$ cat src/rtl/rsi_pkg.sv
// Shared constants for the RSI stream block.
// No dependencies; used by rsi_div and rsi_indicator_stream_top.
`default_nettype none

package rsi_pkg;

  localparam int PRICE_W = 32;   // Q16.16 price
  localparam int RSI_W   = 15;   // Q7.8 RSI, also the quotient width of the divider

  // 100.0 in Q7.8
  localparam logic [RSI_W-1:0] RSI_FULL_SCALE = 15'd25600;

endpackage

`default_nettype wire

$ cat src/rtl/rsi_indicator_stream_top.sv
// Streaming RSI (simple average) over the last PERIOD price changes.
// Depends on rsi_pkg and rsi_div.
`default_nettype none

// One price per transfer in Q16.16; series_start_i restarts the history with
// this price. Once PERIOD changes of a series are seen, each price yields one
// RSI value in Q7.8 (25600 = 100.0). Per accepted item: the first price of a
// series is only stored; a warm-up price is compared, then the ring is read
// and updated; a price that yields a result then passes through the 15-step
// restoring divider (one quotient bit per cycle), or bypasses it when the loss
// sum is zero. The gain/loss rings live in one PERIOD-deep memory with a
// single registered read port; unwritten slots are masked by the fill count,
// so no clearing pass is needed after reset or series start.
// A finished result waits in the output register while the next price is
// already taken in.
module rsi_indicator_stream_top #(
  parameter int PERIOD = 14
) (
  input  wire logic                          clk_i,
  input  wire logic                          rst_ni,
  input  wire logic                          in_valid_i,
  output logic                               in_ready_o,
  input  wire logic [rsi_pkg::PRICE_W-1:0]   price_i,
  input  wire logic                          series_start_i,
  output logic                               out_valid_o,
  input  wire logic                          out_ready_i,
  output logic [rsi_pkg::RSI_W-1:0]          rsi_value_o
);

  localparam int PW    = rsi_pkg::PRICE_W;
  localparam int QW    = rsi_pkg::RSI_W;
  localparam int PtrW  = $clog2(PERIOD);
  localparam int SeenW = $clog2(PERIOD + 2);
  localparam int SumW  = PW + $clog2(PERIOD);
  localparam int DenW  = SumW + 1;
  localparam int NumW  = SumW + QW;

  typedef enum logic [2:0] {
    ST_IDLE,
    ST_UPDATE,
    ST_PREP,
    ST_DIV,
    ST_DELIVER
  } state_e;

  state_e           state_q;
  logic [PW-1:0]    last_q;
  logic [PW-1:0]    gain_q, loss_q;
  logic [SumW-1:0]  gsum_q, lsum_q;
  logic [PtrW-1:0]  ptr_q;
  logic [PtrW-1:0]  slot_q;
  logic [SeenW-1:0] seen_q;
  logic             full_q;
  logic [QW-1:0]    res_q;
  logic             out_valid_q;
  logic [QW-1:0]    rsi_q;

  // ring memory: {gain, loss} per slot
  logic [2*PW-1:0]  ring [PERIOD];
  logic [2*PW-1:0]  rd_q;
  logic             ring_we;
  logic             ring_re;

  logic             accept;
  logic             deliver;
  logic             price_ge;
  logic [PW-1:0]    up_diff, dn_diff;
  logic [PW-1:0]    old_gain, old_loss;
  logic [SeenW-1:0] seen_inc;
  logic             div_start;
  logic             div_done;
  logic [QW-1:0]    div_quo;
  logic [NumW-1:0]  div_num;
  logic [DenW-1:0]  div_den;

  assign in_ready_o = (state_q == ST_IDLE);
  assign accept     = in_valid_i & in_ready_o;

  // result moves into the output register once it is free
  assign deliver = (state_q == ST_DELIVER) && (!out_valid_q || out_ready_i);

  assign price_ge = (price_i >= last_q);
  assign up_diff  = price_i - last_q;
  assign dn_diff  = last_q - price_i;

  // slot content counts only once the ring has wrapped
  assign old_gain = full_q ? rd_q[2*PW-1:PW] : '0;
  assign old_loss = full_q ? rd_q[PW-1:0]    : '0;

  assign seen_inc = (seen_q == SeenW'(PERIOD + 1)) ? seen_q : seen_q + 1'b1;

  assign ring_re = accept;
  assign ring_we = (state_q == ST_UPDATE);

  always_ff @(posedge clk_i) begin
    if (ring_we) begin
      ring[slot_q] <= {gain_q, loss_q};
    end
    if (ring_re) begin
      rd_q <= ring[ptr_q];
    end
  end

  assign div_start = (state_q == ST_PREP) && (lsum_q != '0);
  assign div_num   = NumW'(gsum_q) * NumW'(rsi_pkg::RSI_FULL_SCALE);
  assign div_den   = DenW'(gsum_q) + DenW'(lsum_q);

  rsi_div #(
    .NumW (NumW),
    .DenW (DenW)
  ) u_div (
    .clk_i   (clk_i),
    .rst_ni  (rst_ni),
    .start_i (div_start),
    .num_i   (div_num),
    .den_i   (div_den),
    .done_o  (div_done),
    .quo_o   (div_quo)
  );

  always_ff @(posedge clk_i or negedge rst_ni) begin
    if (!rst_ni) begin
      state_q     <= ST_IDLE;
      last_q      <= '0;
      gain_q      <= '0;
      loss_q      <= '0;
      gsum_q      <= '0;
      lsum_q      <= '0;
      ptr_q       <= '0;
      slot_q      <= '0;
      seen_q      <= '0;
      full_q      <= 1'b0;
      res_q       <= '0;
      out_valid_q <= 1'b0;
      rsi_q       <= '0;
    end else begin
      if (deliver) begin
        out_valid_q <= 1'b1;
      end else if (out_valid_q && out_ready_i) begin
        out_valid_q <= 1'b0;
      end

      case (state_q)
        ST_IDLE: begin
          if (accept) begin
            last_q <= price_i;
            if (series_start_i || (seen_q == '0)) begin
              // first price of a series: store only
              gsum_q <= '0;
              lsum_q <= '0;
              ptr_q  <= '0;
              seen_q <= SeenW'(1);
            end else begin
              gain_q  <= price_ge ? up_diff : '0;
              loss_q  <= price_ge ? '0 : dn_diff;
              slot_q  <= ptr_q;
              full_q  <= (seen_q == SeenW'(PERIOD + 1));
              state_q <= ST_UPDATE;
            end
          end
        end

        ST_UPDATE: begin
          gsum_q <= gsum_q - SumW'(old_gain) + SumW'(gain_q);
          lsum_q <= lsum_q - SumW'(old_loss) + SumW'(loss_q);
          ptr_q  <= (slot_q == PtrW'(PERIOD - 1)) ? '0 : slot_q + 1'b1;
          seen_q <= seen_inc;
          state_q <= (seen_inc == SeenW'(PERIOD + 1)) ? ST_PREP : ST_IDLE;
        end

        ST_PREP: begin
          if (lsum_q == '0) begin
            res_q   <= rsi_pkg::RSI_FULL_SCALE;
            state_q <= ST_DELIVER;
          end else begin
            state_q <= ST_DIV;
          end
        end

        ST_DIV: begin
          if (div_done) begin
            res_q   <= div_quo;
            state_q <= ST_DELIVER;
          end
        end

        ST_DELIVER: begin
          // wait for the output register to free up
          if (deliver) begin
            rsi_q   <= res_q;
            state_q <= ST_IDLE;
          end
        end

        default: begin
          state_q <= ST_IDLE;
        end
      endcase
    end
  end

  assign out_valid_o = out_valid_q;
  assign rsi_value_o = rsi_q;

endmodule

`default_nettype wire

$ cat src/rtl/rsi_div.sv
// Radix-2 restoring divider, one quotient bit per cycle, RSI_W steps.
// Depends on rsi_pkg. Caller guarantees num_i / den_i < 2**RSI_W and den_i != 0.
`default_nettype none

module rsi_div #(
  parameter int NumW = 51,
  parameter int DenW = 37
) (
  input  wire logic                     clk_i,
  input  wire logic                     rst_ni,
  input  wire logic                     start_i,
  input  wire logic [NumW-1:0]          num_i,
  input  wire logic [DenW-1:0]          den_i,
  output logic                          done_o,
  output logic [rsi_pkg::RSI_W-1:0]     quo_o
);

  localparam int QW   = rsi_pkg::RSI_W;
  localparam int CntW = $clog2(QW + 1);

  logic [DenW-1:0] rem_q, rem_d;
  logic [DenW-1:0] den_q;
  logic [QW-1:0]   low_q;
  logic [QW-1:0]   quo_q;
  logic [CntW-1:0] cnt_q;
  logic            busy_q;
  logic            done_q;

  logic [DenW:0]   trial;
  logic [DenW+1:0] diff;
  logic            ge;

  // shift in the next numerator bit, subtract the divisor if it fits
  assign trial = {rem_q, low_q[QW-1]};
  assign diff  = {1'b0, trial} - {2'b00, den_q};
  assign ge    = ~diff[DenW+1];
  assign rem_d = ge ? diff[DenW-1:0] : trial[DenW-1:0];

  always_ff @(posedge clk_i or negedge rst_ni) begin
    if (!rst_ni) begin
      busy_q <= 1'b0;
      done_q <= 1'b0;
      cnt_q  <= '0;
    end else begin
      done_q <= 1'b0;
      if (start_i) begin
        busy_q <= 1'b1;
        cnt_q  <= CntW'(QW);
      end else if (busy_q) begin
        cnt_q <= cnt_q - 1'b1;
        if (cnt_q == CntW'(1)) begin
          busy_q <= 1'b0;
          done_q <= 1'b1;
        end
      end
    end
  end

  // datapath, no reset needed
  always_ff @(posedge clk_i) begin
    if (start_i) begin
      // top part of the numerator is already below the divisor
      rem_q <= DenW'(num_i[NumW-1:QW]);
      low_q <= num_i[QW-1:0];
      den_q <= den_i;
      quo_q <= '0;
    end else if (busy_q) begin
      rem_q <= rem_d;
      low_q <= {low_q[QW-2:0], 1'b0};
      quo_q <= {quo_q[QW-2:0], ge};
    end
  end

  assign done_o = done_q;
  assign quo_o  = quo_q;

endmodule

`default_nettype wire
$ cat config.mk
export PLATFORM = sky130hd
export DESIGN_NAME = rsi_indicator_stream_top
export DESIGN_NICKNAME = d
export VERILOG_FILES = /design/src/rtl/rsi_pkg.sv /design/src/rtl/rsi_indicator_stream_top.sv /design/src/rtl/rsi_div.sv
export SDC_FILE = /design/constraint.sdc
export NUM_CORES = 2
export LEC_CHECK = 0
export ABC_AREA = 1
export ABC_CLOCK_PERIOD_IN_PS = 6800
export BUFFER_PORTS_ARGS = -buffer_cell sky130_fd_sc_hd__buf_4
export CAP_MARGIN = 20
export CORE_MARGIN = 5
export CORE_UTILIZATION = 60
export CTS_CLUSTER_SIZE = 24
export DETAILED_ROUTE_END_ITERATION = 16
export HOLD_SLACK_MARGIN = 0.15
export PLACE_DENSITY_LB_ADDON = 0.25
export REMOVE_ABC_BUFFERS = 1
export SYNTH_ARGS = -nofsm -noshare
export SYNTH_HDL_FRONTEND = slang
export SYNTH_SLANG_ARGS = --single-unit
export TNS_END_PERCENT = 5
$ cat constraint.sdc
create_clock -name clk_i -period 6.8 [get_ports clk_i]
set_input_delay 0.34 -clock clk_i [delete_from_list [all_inputs] [get_ports clk_i]]
set_output_delay 0.34 -clock clk_i [all_outputs]
set_load 0.01 [all_outputs]
# ---- After elaboration in Yosys (flattened, before gate mapping)
# Memories as Yosys holds them, arrays and structs flattened. A register that Yosys moved wholly into a read port is not among the register bits.
# Index checks and enable logic that the tools add are counted.
dict set report totals {
  rom_bits 0
  regBits 315
  word_cells 115
  ram_bits 896
  mem_count 1
  input_bits 37
  latch_bits 0
}
dict set report classes {
  addsub 11
  shifts 0
  n_eq_ne 14
  bitwise_logic 3
  div_mod_pow 0
  order_cmp 1
  mul 1
  n_mux 43
  n_reduce_logical 20
}
# name depth word_bits read_ports rd_ports_with_merged_regs write_ports line
set mem_list {}
lappend mem_list {ring 14 64 1 1 1 rsi_indicator_stream_top.sv:59} ;# logic [2*PW-1:0] ring [PERIOD];
# cell count
set ops {}
lappend ops {{2-to-1 mux 36 bit} 4}
lappend ops {{one-hot mux 36 bit (2 select lines)} 2}
lappend ops {{2-to-1 mux 32 bit} 4}
lappend ops {{adder 36 x 32 -> 36 bit} 2}
lappend ops {{subtractor 36 x 32 -> 36 bit} 2}
lappend ops {{subtractor 32 bit} 2}
lappend ops {{2-to-1 mux 15 bit} 4}
lappend ops {{multiplier 36 x 5 -> 41 bit, second input constant} 1}
lappend ops {{subtractor 38 x 37 -> 39 bit} 1}
lappend ops {{adder 36 x 36 -> 37 bit} 1}
lappend ops {{2-to-1 mux 37 bit} 1}
lappend ops {{logical NOT 36 bit} 1}
lappend ops {{nonzero test 36 bit} 1}
lappend ops {{>= comparator 32 bit} 1}
lappend ops {{2-to-1 mux 4 bit} 8}
lappend ops {{one-hot mux 15 bit (2 select lines)} 1}
lappend ops {{one-hot mux 4 bit (2 select lines)} 2}
lappend ops {{2-to-1 mux 3 bit} 5}
lappend ops {{one-hot mux 3 bit (5 select lines)} 1}
lappend ops {{equality test 4 bit, second input constant} 3}
lappend ops {{2-to-1 mux 1 bit} 10}
lappend ops {{AND reduction 3 bit} 3}
lappend ops {{adder 4 x 1 -> 4 bit, second input constant} 2}
lappend ops {{!= test 2 x 1 -> 1 bit, second input constant} 4}
lappend ops {{other kinds (17)} 27}

# ---- Longest topological paths before layout
dict set report depth {
  word_depth 5
  depth_mapped 21
  mapped_depth_nobuf 19
}

# ---- Modules after synthesis
# A second synthesis with hierarchy kept.
dict set report unflattened {
  cells_unflattened 7776
  hier_area_um2 70642.8
}
# module n_inst cells_each area_per_inst_um2
set by_module_without_submodules {}
lappend by_module_without_submodules {rsi_indicator_stream_top 1 6695 62996.7}
lappend by_module_without_submodules {rsi_div 1 1081 7646.1}

# ---- Worst setup path before layout
# Ideal clock, no wire load.
dict set report synth_timing {
  path_type {flip-flop to flip-flop}
  startpoint {register state_q[2]}
  endpoint {memory ring[11][0] (netlist bit), enable pin}
  path_stages_with_launch 7
  slack_ns 0.639
  synth_period_minus_slack_ns 6.161
  arrival_time_ns 5.596
  n_path_buf 1
  cell_sequence {dfrtp_1 > nor2_1 > inv_1 > nor2_1 > clkinv_1 > clkbuf_1 > nor3_1}
}
dict set report synth_between {
  elab_chain_len 3
}
# element line
set synth_rtl {}
lappend synth_rtl {{from (decl)} rsi_indicator_stream_top.sv:46} ;# state_e state_q;
lappend synth_rtl {{from (signal assigned)} rsi_indicator_stream_top.sv:168} ;# state_q <= (seen_inc == SeenW'(PERIOD + 1)) ? ST_PREP : ST_IDLE;
lappend synth_rtl {{equality test 3 x 1 -> 1 bit} rsi_indicator_stream_top.sv:93} ;# assign ring_we = (state_q == ST_UPDATE);
lappend synth_rtl {{2-to-1 mux 1 bit} rsi_indicator_stream_top.sv:96} ;# if (ring_we) begin
lappend synth_rtl {{2-to-1 mux 1 bit (implied by the code)} rsi_indicator_stream_top.sv:97} ;# ring[slot_q] <= {gain_q, loss_q};
lappend synth_rtl {{to (decl)} rsi_indicator_stream_top.sv:59}
# No other way between the ends.

# ---- Worst setup path after layout
dict set report layout_timing {
  startpoint {register gsum_q[20]}
  endpoint {register u_div.rem_q[35], data pin}
}
dict set report layout_between {
  elab_chain_len 2
}
# element line
set layout_rtl {}
lappend layout_rtl {{from (decl)} rsi_indicator_stream_top.sv:49} ;# logic [SumW-1:0] gsum_q, lsum_q;
lappend layout_rtl {{from (signal assigned)} rsi_indicator_stream_top.sv:164} ;# gsum_q <= gsum_q - SumW'(old_gain) + SumW'(gain_q);
lappend layout_rtl {{multiplier 36 x 5 -> 41 bit} rsi_indicator_stream_top.sv:105} ;# assign div_num = NumW'(gsum_q) * NumW'(rsi_pkg::RSI_FULL_SCALE);
lappend layout_rtl {{2-to-1 mux 36 bit} rsi_div.sv:61} ;# if (start_i) begin
lappend layout_rtl {{to (signal assigned)} rsi_div.sv:63} ;# rem_q <= DenW'(num_i[NumW-1:QW]);
lappend layout_rtl {{to (signal assigned)} rsi_div.sv:68} ;# rem_q <= rem_d;
lappend layout_rtl {{to (decl)} rsi_div.sv:21} ;# logic [DenW-1:0] rem_q, rem_d;
# No other way between the ends.
# A chain may end at the register's enable or synchronous reset.

==> results.md <==
- Final setup violating endpoints: 0
- Tot Pwr: 42.6 mW
- Arrival time at the worst endpoint: 4.57 ns
- Flops & latches, synth: 1275
- Req. time, crit path: 7.34 ns
- Slowest CP cell: dfrtp_1
- Slew Viols, Final: 0
- Via count: 54724
- Detail-routed via count per cell: 5.97
- Share of cells above drive strength 1: 5.17%
- GRT Total Usage: 34.7%
- Critical-path cell list: ha_1, ha_1, inv_1, fa_1, inv_1, ha_1, a21oi_1, o21ai_0, a21oi_1, nand3_1, nand2_1, nand3_1, nand3_1, nand2_1
- Hpwl dp: 147 mm
- Top_reg_cell synth: edfxtp_1
- CTS tree: yes
- Max Cap Viol: 0
- Netlist cell types: 56
- Post-CTS Resized: 0
- Gpl congestion: 1.04
- Synth-to-Final Area Change: 9.47%
- Die W: 350 um
- Post-route setup TNS: 0 ns
- Maximum clock frequency: 0.248 GHz
- Post-Route Skew: 0.0613 ns
- Die footprint: 123000 um2
- Area of the multi-input gates: 27500 um2
- Routed len/inst: 23.3 um
- Reg2reg path depth: 14
- Startpoint Class: register
- Final core utilization: 66.4%
- Mapped Cells: 7534
- Register area: 37000 um2
- Critical Path End Type: register
- Max incr delay on CP: 0.55 ns
- Total CTS buffers: 133
- Worst-Skew Late Latency: 0.79 ns
- Final hold vios: 0
- Core area: 115000 um2
- Slew HR: 25.8%
- Worst-path clk slew: 0.06 ns
- EDFF count, synth: 1038
- RSZ-0062 raised after global routing: false
- Peak supply drop: 0.000410 V
- Remaining antenna violation count after routing: 0
- Worst Max-Slew Pin Slew: 1.11 ns
- Gr ovfl total: 0
- Vias in the first global route: 53842
- Post-route DRC: 0
- PwrDens: 560 nW/um2
- First-pass GRT wire length: 322 mm
- Fraction of registers with async set/reset: 17.3%
- Pin count of the biggest net entering global routing: 186
- Antenna violations before repair: 5
- Period minus WS final: 4.03 ns
- Final layout net count: 8019
- YS warnings: 0
- Crit-path max FO: 5
- # clock sinks: 1275
- Final wirelength: 214 mm
- Seq/Total Area, Yosys: 53.2%
- Hold Crit Class: input pin to async pin
- Fillcell total: 9050
- Clk buf depth: 3
- Avg Inst Size Synth: 9.23 um2
- Initial Util: 60.6%
- Outcome: completed
- Lkg Pwr: 32.5 nW
- # rows: 124
- Root Buffer: clkbuf_16
- H-tree levels: 4
- Initial DRC Count: 5722
- Drt pass-1 iters: 6
- Synthesized cell area: 69500 um2
- Period utilization: 59.2%
- Floorplan die height: 350 um
- IO Count: 54
- Port Buffers: 53
- Crit path kind: register to register
[cells in the final DEF (no fill, tap or decap), types with 27 or more instances in the layout]
cell and count:
a21oi_1 422, buf_4 103, clkbuf_1 33, clkbuf_16 136
dfrtp_1 217, dlygate4sd3_1 36, edfxtp_1 1038, fa_1 99
ha_1 327, inv_1 1050, nand2_1 1488, nand3_1 334
nand4_1 63, nor2_1 832, nor3_1 27, o211ai_1 27
o21ai_0 750, o21ai_1 47, o21bai_1 28, o221ai_1 113
o22ai_1 118, xor2_1 59
[metrics by stage]
step,setup WS [ns],hold slack (ns),cells,cell area (um2)
floorplan,-8.21,0.0444,7273,68400
CTS,2.80,0.281,9170,76100
global placement,2.76,0.412,8895,71300
global route,2.52,0.322,9171,76100
finish,2.77,0.247,9172,76100
detailed placement,2.80,0.407,8896,71400
[layer usage]
metal | part of all wire, % | GRT usage (%) | vias to the layer above | routed length [um]
met5 | 0.016 | 0 | - | 35
met4 | 4.1 | 13.1 | 6 | 8750
met1 | 40 | 46.1 | 26283 | 84700
li1 | - | - | 25479 | -
met3 | 8.8 | 6.69 | 432 | 18700
met2 | 47 | 57.2 | 2524 | 101000
[cell usage after synthesis, types with 11 or more instances]
library cell,number,area [um2]
o21a_1,17,128
o21ai_1,47,235
o221ai_1,113,990
buf_2,55,275
xor2_1,59,517
clkbuf_1,175,657
inv_1,1053,3950
o21bai_1,28,210
a21oi_1,422,2110
a21o_1,16,120
fa_1,99,1980
xnor2_1,25,219
mux2_2,15,169
o211ai_1,27,203
nand3b_1,25,188
nand2_1,1490,5590
dfrtp_1,221,5530
ha_1,327,4090
o21ai_0,750,3750
nor2_1,845,3170
edfxtp_1,1038,31200
o22ai_2,15,188
dfxtp_1,16,320
nand3_1,334,1670
nand4_1,63,394
o22ai_1,118,738
buf_4,11,82.6
nor3_1,31,155
[registers in the layout (all words and copies together) (netlist names), 32 cells and up]
signal and count:
u_div.rem_q 37, ring 896, loss_q 32, last_q 32
rd_q 64, gain_q 32, gsum_q 36, lsum_q 36
u_div.den_q 37
[cell type report]
type	instances	area share [%]
antenna	1	0.00329
tap	1512	2.49
inverter	1060	5.26
clock inverter	66	1.07
multi-input combinational	4938	36.1
clock buffer	172	4.69
sequential	1275	48.7
timing repair buffer	148	1.72
[cell families after synthesis]
kind of cell               synth area share, %
muxes                                    0.243
buffers and inverters                     7.39
and+or+nand+nor                           16.5
DFF                                       53.2
AOI/OAI and AO/OA                         12.8
xor gates and xnor gates                  1.06
adders and majority gates                 8.73
[repair_timing]
action	in CTS	in global routing
buffers inserted	0	0
endpoints found under the setup margin	0	0
hold buffers	36	0
hold endpoints to repair	132	0
[worst max-delay path, delay by kind of cell, from the launching register on]
family / cells / cell delay [ns]
buffers and inverters: 2 / 0.08
DFF: 1 / 0.55
and+or+nand+nor: 5 / 0.84
adders and majority gates: 4 / 1.38
AOI/OAI and AO/OA: 3 / 0.93
[where the power goes]
part / internal (mW) / leakage, nW / switching, mW
registers: 10.9 / 12.5 / 1.75
clock network: 4.05 / 2.09 / 3.16
logic: 6.91 / 17.9 / 15.8
[path summary, 6_finish.rpt]
kind / startpoint / endpoint / slack, ns
worst max-delay path: gsum_q[20] / u_div.rem_q[35] / 2.77
worst min-delay path: rst_ni / gain_q[17] / 0.25
worst max register to register: gsum_q[20] / u_div.rem_q[35] / 2.77
worst min register to register: u_div.quo_o[14] / u_div.quo_o[14] / 0.46
max in group asynchronous: rst_ni / u_div.cnt_q[2] / 4.94
min in group clk_i: price_i[10] / last_q[10] / 0.33
Power figures use the tool's default switching activity.
